**config.mk**
```make
export PLATFORM = sky130hd
export DESIGN_NAME = mpm_ctrl
export DESIGN_NICKNAME = d
export VERILOG_FILES = /design/src/design/mpm_pkg.sv /design/src/design/mpm_ctrl.sv
export SDC_FILE = /design/constraint.sdc
export NUM_CORES = 1
export LEC_CHECK = 0
export BUFFER_PORTS_ARGS = -buffer_cell sky130_fd_sc_hd__buf_2
export CORE_AREA = 4 4 41 43
export CTS_CLUSTER_SIZE = 24
export DETAILED_ROUTE_END_ITERATION = 7
export DIE_AREA = 0 0 45 47
export PLACE_DENSITY = 0.58
export SETUP_SLACK_MARGIN = 0.4
export SLEW_MARGIN = 0
export SYNTH_ARGS = -nofsm -noshare
export SYNTH_HDL_FRONTEND = slang
export SYNTH_SLANG_ARGS = --single-unit
```
**constraint.sdc**
```tcl
create_clock -name clk -period 3.45 [get_ports clk]
set_clock_uncertainty 0.05 [all_clocks]
set_input_delay 0.1725 -clock clk [delete_from_list [all_inputs] [get_ports clk]]
set_output_delay 0.1725 -clock clk [all_outputs]
set_load 0.05 [all_outputs]
```
**src/design/mpm_pkg.sv**
```systemverilog
`timescale 1ns / 1ps
// Shared constants, codes and handshake structs for the mirror point matcher.
// Used by mpm_ctrl, mpm_datapath and mirror_point_matcher; depends on nothing.
package mpm_pkg;

  localparam int MAX_POINTS_DEF = 1024;
  localparam int INDEX_SPAN     = 1024;
  localparam int IDX_W          = 10;
  localparam int CNT_W          = 11;
  localparam int COORD_W        = 32;
  localparam int TOL_W          = 31;
  localparam int MODE_W         = 2;
  localparam int CFG_IDX_W      = 2;
  localparam int CFG_W          = 31;

  localparam logic [CFG_IDX_W-1:0] REG_REFLECT_MODE    = 2'd0;
  localparam logic [CFG_IDX_W-1:0] REG_MATCH_TOLERANCE = 2'd1;
  localparam logic [CFG_IDX_W-1:0] REG_POINT_COUNT     = 2'd2;

  localparam logic [MODE_W-1:0] MODE_X    = 2'd0;
  localparam logic [MODE_W-1:0] MODE_Y    = 2'd1;
  localparam logic [MODE_W-1:0] MODE_BOTH = 2'd2;

  localparam logic CMD_LOAD   = 1'b0;
  localparam logic CMD_SEARCH = 1'b1;

  localparam logic [TOL_W-1:0]  TOL_RESET   = 31'd10;
  localparam logic [CNT_W-1:0]  COUNT_RESET = 11'd1024;

  typedef struct packed {
    logic ram_we;
    logic rd_src;
    logic start;
    logic latch_src;
    logic issue;
    logic set_hit;
    logic flush;
    logic out_load;
  } mpm_cmd_t;

  typedef struct packed {
    logic idx_ok;
    logic limit_zero;
    logic issue_more;
    logic pipe_busy;
    logic hit;
  } mpm_status_t;

endpackage

```
**src/design/mpm_ctrl.sv**
```systemverilog
`timescale 1ns / 1ps
// Controller for the mirror point matcher: sequences loads, searches and results.
// Depends on mpm_pkg for the command and status structs.
module mpm_ctrl (
  input  logic                 clk,
  input  logic                 rst,
  input  logic                 in_valid,
  output logic                 in_ready,
  input  logic                 cmd,
  output logic                 out_valid,
  input  logic                 out_ready,
  input  mpm_pkg::mpm_status_t st,
  output mpm_pkg::mpm_cmd_t    cmd_o
);
  import mpm_pkg::*;

  localparam logic [2:0] S_IDLE = 3'd0;
  localparam logic [2:0] S_SRC  = 3'd1;
  localparam logic [2:0] S_SCAN = 3'd2;
  localparam logic [2:0] S_FIN  = 3'd3;

  logic [2:0] state;
  logic [2:0] state_next;
  logic       out_valid_next;
  logic       accept;

  assign in_ready = (state == S_IDLE);
  assign accept   = in_valid && in_ready;

  always_comb begin
    cmd_o      = '0;
    state_next = state;
    case (state)
      S_IDLE: begin
        if (accept) begin
          if (cmd == CMD_LOAD) begin
            cmd_o.ram_we = st.idx_ok;
          end else begin
            cmd_o.start = 1'b1;
            if (!st.idx_ok || st.limit_zero) begin
              state_next = S_FIN;
            end else begin
              cmd_o.rd_src = 1'b1;
              state_next   = S_SRC;
            end
          end
        end
      end
      S_SRC: begin
        cmd_o.latch_src = 1'b1;
        cmd_o.issue     = 1'b1;
        state_next      = S_SCAN;
      end
      S_SCAN: begin
        if (st.hit) begin
          cmd_o.set_hit = 1'b1;
          cmd_o.flush   = 1'b1;
          state_next    = S_FIN;
        end else if (st.issue_more) begin
          cmd_o.issue = 1'b1;
        end else if (!st.pipe_busy) begin
          state_next = S_FIN;
        end
      end
      S_FIN: begin
        if (!out_valid || out_ready) begin
          cmd_o.out_load = 1'b1;
          state_next     = S_IDLE;
        end
      end
      default: begin
        state_next = S_IDLE;
      end
    endcase
  end

  always_comb begin
    if (cmd_o.out_load) begin
      out_valid_next = 1'b1;
    end else if (out_ready) begin
      out_valid_next = 1'b0;
    end else begin
      out_valid_next = out_valid;
    end
  end

  always_ff @(posedge clk) begin
    if (rst) begin
      state     <= S_IDLE;
      out_valid <= 1'b0;
    end else begin
      state     <= state_next;
      out_valid <= out_valid_next;
    end
  end

  a_hit_ends_scan: assert property (@(posedge clk) disable iff (rst)
    (state == S_SCAN && st.hit) |=> (state == S_FIN))
    else $error("scan continued after a match");

  a_fin_waits_slot: assert property (@(posedge clk) disable iff (rst)
    (state == S_FIN && out_valid && !out_ready) |=> (state == S_FIN))
    else $error("result left while output slot was full");

  a_bad_index_short: assert property (@(posedge clk) disable iff (rst)
    (accept && cmd == CMD_SEARCH && !st.idx_ok) |=> (state == S_FIN))
    else $error("search with out-of-range index did not finish at once");

  a_out_from_fin: assert property (@(posedge clk) disable iff (rst)
    $rose(out_valid) |-> ($past(state) == S_FIN))
    else $error("result appeared outside the finish state");

endmodule

```
; Word level (Yosys, flattened, before mapping)
; Index checks and enable logic that the tools add are counted.
[word_totals]
reg_bits = 4
latch_bits = 0
mem_bits_rw = 0
romBits = 0
input_bits = 10
out_inout_bits = 10
wordCells = 41
memories = 0
[op_classes]
add_sub_neg = 0
n_mul = 0
n_div = 0
magnitude_cmp = 0
n_eq_ne = 8
shifts = 0
n_mux = 23
bitwise = 0
reduce_logical = 8
[op_table]
columns = operator, count
row1 = 3-bit two-way mux, 8
row2 = 3-bit one-hot mux with 4 select lines, 1
row3 = 1-bit two-way mux, 9
row4 = 2-bit two-way mux, 4
row5 = 3-bit by 2-bit equality test with 1-bit output (second input constant), 2
row6 = 3-bit != test (second input constant), 2
row7 = 5-bit AND reduction, 1
row8 = 2-bit by 1-bit != test with 1-bit output (second input constant), 2
row9 = 3-bit by 1-bit equality test with 1-bit output (second input constant), 1
row10 = 3-bit zero test, 1
row11 = 1-bit zero test, 2
row12 = 1-bit logical OR, 2
row13 = 2-bit != test (second input constant), 1
row14 = 1-bit one-hot mux with 2 select lines, 1
row15 = 2-bit nonzero test, 1
row16 = 1-bit logical AND, 1

; Logic depth before layout (Yosys ltp)
[logic_depth]
depth_word = 6
ltp_mapped = 6
mapped_depth_nobuf = 6

; Worst setup path after synthesis
; No wires, ideal clock.
[synth_timing]
kind = register to output
startpoint = register state[0]
endpoint = output port cmd_o[7] in the netlist's numbering
t_arrival_ps = 2311
required_ps = 3227
path_slack_ps = 917
stages_incl_launch_ff = 5
path_buffers = 0
path_cell_list = dfxtp_1 inv_1 ha_1 nand3_1 nor3b_1
[synth_lines]
columns = item, line
row1 = "start, declared", mpm_ctrl.sv:22  ; logic [2:0] state;
row2 = "start signal, assigned", mpm_ctrl.sv:92  ; state <= state_next;
row3 = "end, declared", mpm_ctrl.sv:13  ; output mpm_pkg::mpm_cmd_t cmd_o

; Worst setup path after layout
[layout_timing]
startpoint = register state[0]
endpoint = register state[1]
[layout_between]
elab_chain_cells = 4
elab_cells_between_ends = 12
classes_between = 8 x eq/ne / 1 x mux / 3 x reduce/logical
[layout_rtl]
columns = item, line
row1 = 3-bit zero test, "mpm_ctrl.sv:27, mpm_ctrl.sv:33"
row2 = 1-bit logical AND, mpm_ctrl.sv:28  ; assign accept = in_valid && in_ready;
row3 = 2-bit by 1-bit != test with 1-bit output (no line), -
row4 = 5-bit AND reduction (no line), -
; Parallel ways exist; a longest one is shown, timed or not.
; A chain may end at the register's enable or synchronous reset.

==> run summary <==
post-synthesis sequential area ratio: 21.1%
post-DP HPWL: 573 µm
Synth top area share: 22.0%
DRT iter0 DRCs: 1
nets@finish: 72
Synth Area in Adders: 22.0%
Hold Crit Class: primary input to register
Lkg Pwr: 0.000216 µW
Yosys cell types: 20
Final min period: 1.76 ns
CTS Root Cell: clkbuf_4
largest family of logic cells by synthesized area: simple AND/OR/NAND/NOR gates
Post-CTS Resized: 0
post-CTS setup buffer count: 0
yosys warns: 0
CP Cell Sequence: inv_1 -> ha_1 -> nor2b_1 -> a221o_1 -> or3_1 -> a21oi_2
HP Start: rst
hold path cells: 2
WL per Instance: 9.30 µm
CP Max Fanout: 4
Total Routing Usage GR: 7.10%
first-pass GRT wire length: 1040 µm
clock-pin slew on the worst setup and hold paths: 0.03 ns
pwr/cell area: 1030 nW/µm²
CTS Buf Count: 3
I/O Pins: 20
slew at the pin closest to its max-slew limit: 0.364 ns
worst flop-to-flop path endpoint: state[1]
Die Area: 2120 µm²
worst-case reg-to-reg path depth: 6
Mapped Cells: 35
Min-Delay Endpoint: state[1]
Fin. Hold Viols: 0
Setup CP Type: register to register
crit path launch type: register
relative slew slack: 75.1%
Synth Area in Compound Gates: 18.5%
Post-DRT Antenna Nets: 0
CTS tree: done
drt pass-1 iters: 3
Worst Path Required: 3.57 ns
vias in the first global route: 269
routed vias: 298
Async S/R FF share, synth: 0%
Vias/cell: 4.20
Antenna diodes: 0
Mapped Area: 284 µm²
Post-synth top cells: ha_1 (5), nor2b_1 (4), dfxtp_1 (3), inv_1 (3), nor2_1 (3)
antenna violations before repair: 0
PortBufs: 19
area of the multi-input gates: 198 µm²
CP max stage cell: or3_1
Core ar.: 1300 µm²
Max IR drop VDD: 276 µV
final std cells w/o fill: 71
Final Setup Violations: 0
Finished Core Util: 31.4%
post-synthesis mux area share: 0%
Post-route DRC: 0
grt total ovfl: 0
CTS Hold Bufs: 0
Reg-to-Reg Start: state[0]
syn_nets: 50
nature of the critical path endpoint: register
worst skew pair latency: 0.23 ns
Slew Viols, Final: 0
Bufs on Longest Clock Path: 2
share of cells above drive strength 1: 41.1%
RSZ-0062 raised after global routing: false
Top FF cell, synth: dfxtp_1
Placer Congestion: 0.625
setup TNS: 0 ns
simple-gate share of the synthesized area: 29.1%
Area Overhead vs Synth: 44.1%
Max stage delay on crit path: 0.38 ns
Post-synth EDFFs: 0
status: completed
clock sink total: 3
Detailed Route WL: 660 µm
H-tree Lvls: 1
Avg Cell Area, Syn: 8.11 µm²
top post-synthesis cells by area: ha_1 (22%), dfxtp_1 (21%), nor2b_1 (8.8%)
storage element area: 60.1 µm²
largest net degree at the start of global routing: 6
top achievable clock speed: 0.568 GHz
Reg2Reg Setup Slack: 1.69 ns
Placed Area: 383 µm²
largest area contributor in the netlist: ha_1
Max Cap Viol: 0
Die Span X: 45 µm
fin crit share: 51.1%
Final Instance Area: 409 µm²
CP Data Arrival Time: 1.88 ns
Fillers: 146
Placed Cells: 67
count leader, synth: ha_1
FP Rows: 13
flip-flop and latch count after synthesis: 3
Post-Synth XOR/XNOR Area: 0%
Initial Util: 21.8%
Die Ht: 47 µm
area by class of cell:
type | count | area share [%]
multi-input combinational | 27 | 48.3
timing repair buffer | 19 | 23.2
sequential | 3 | 14.7
clock buffer | 4 | 6.42
tap | 15 | 4.59
inverter | 3 | 2.75
per-stage QoR:
step / worst slack, ns / power, µW / hold WS (ns)
floorplan: 0.917 / 312 / 0.185
detailed placement: 1.70 / 362 / 0.323
CTS: 1.69 / 427 / 0.0760
global placement: 1.72 / 363 / 0.323
finish: 1.69 / 420 / 0.0818
global route: 1.58 / 454 / 0.0717
power breakdown:
group	switching (µW)	internal [µW]	total (µW)	leakage, µW
Combinational	211	88.8	300	0.000176
Clock	16.8	43.2	60.0	0.0000150
Sequential	11.0	48.5	59.5	0.0000247
Total	239	181	420	0.000216
flip-flops by register name, summed over array words and instances, names as in the netlist:
register	count
state	2
out_valid	1
cell usage in the layout (no fill, tap or decap):
cell type | Yosys | routed
ha_1 | 5 | 5
clkbuf_4 | 0 | 3
nor3b_1 | 1 | 1
and2_1 | 1 | 1
a21oi_1 | 2 | 2
nand2b_1 | 1 | 1
nor3_1 | 1 | 1
a2111oi_0 | 1 | 1
nor2_1 | 3 | 3
a221o_1 | 1 | 1
clkbuf_1 | 0 | 1
nand2_1 | 1 | 1
dfxtp_1 | 3 | 3
or2_0 | 1 | 1
buf_2 | 0 | 19
inv_1 | 3 | 3
nand3_1 | 1 | 1
a21boi_0 | 1 | 1
a21oi_2 | 1 | 1
a211oi_1 | 1 | 1
nor2b_1 | 4 | 4
or3_1 | 1 | 1
worst max path at each step:
stage	startpoint	endpoint	slack, ns	cells after the start
final	state[0]	state[1]	1.69	6
after CTS	state[0]	state[1]	1.69	6
after floorplan	state[0]	cmd_o[7]	0.92	4
after global routing	state[0]	cmd_o[6]	1.58	5
after global placement	state[0]	state[1]	1.72	6
after detailed placement	state[0]	state[1]	1.70	6
kinds of logic (layout without fill, tap and decap cells):
kind of cell,count (synthesis),in the layout
compound gates,7,7
buf+inv,5,26
simple gates,15,15
fa+ha+maj,5,5
flops,3,3
per-layer routing:
layer  vias up  track usage [%]  share of wire [%]  wire [µm]
met3         0             5.75                 13         85
met5         -                0                  0          0
li1        160                -                  -          -
met2        11             11.3                 47        310
met4         0             1.75                  0          0
met1       127             7.24                 40        264
worst max-delay path, delay by kind of cell, from the launching register on:
kind,cells,cell delay [ns]
and+or+nand+nor,2,0.52
AOI/OAI and AO/OA,2,0.46
DFF,1,0.34
adders and majority gates,1,0.22
buffers and inverters,1,0.10
Note: power is estimated with default switching activity, not from simulation.
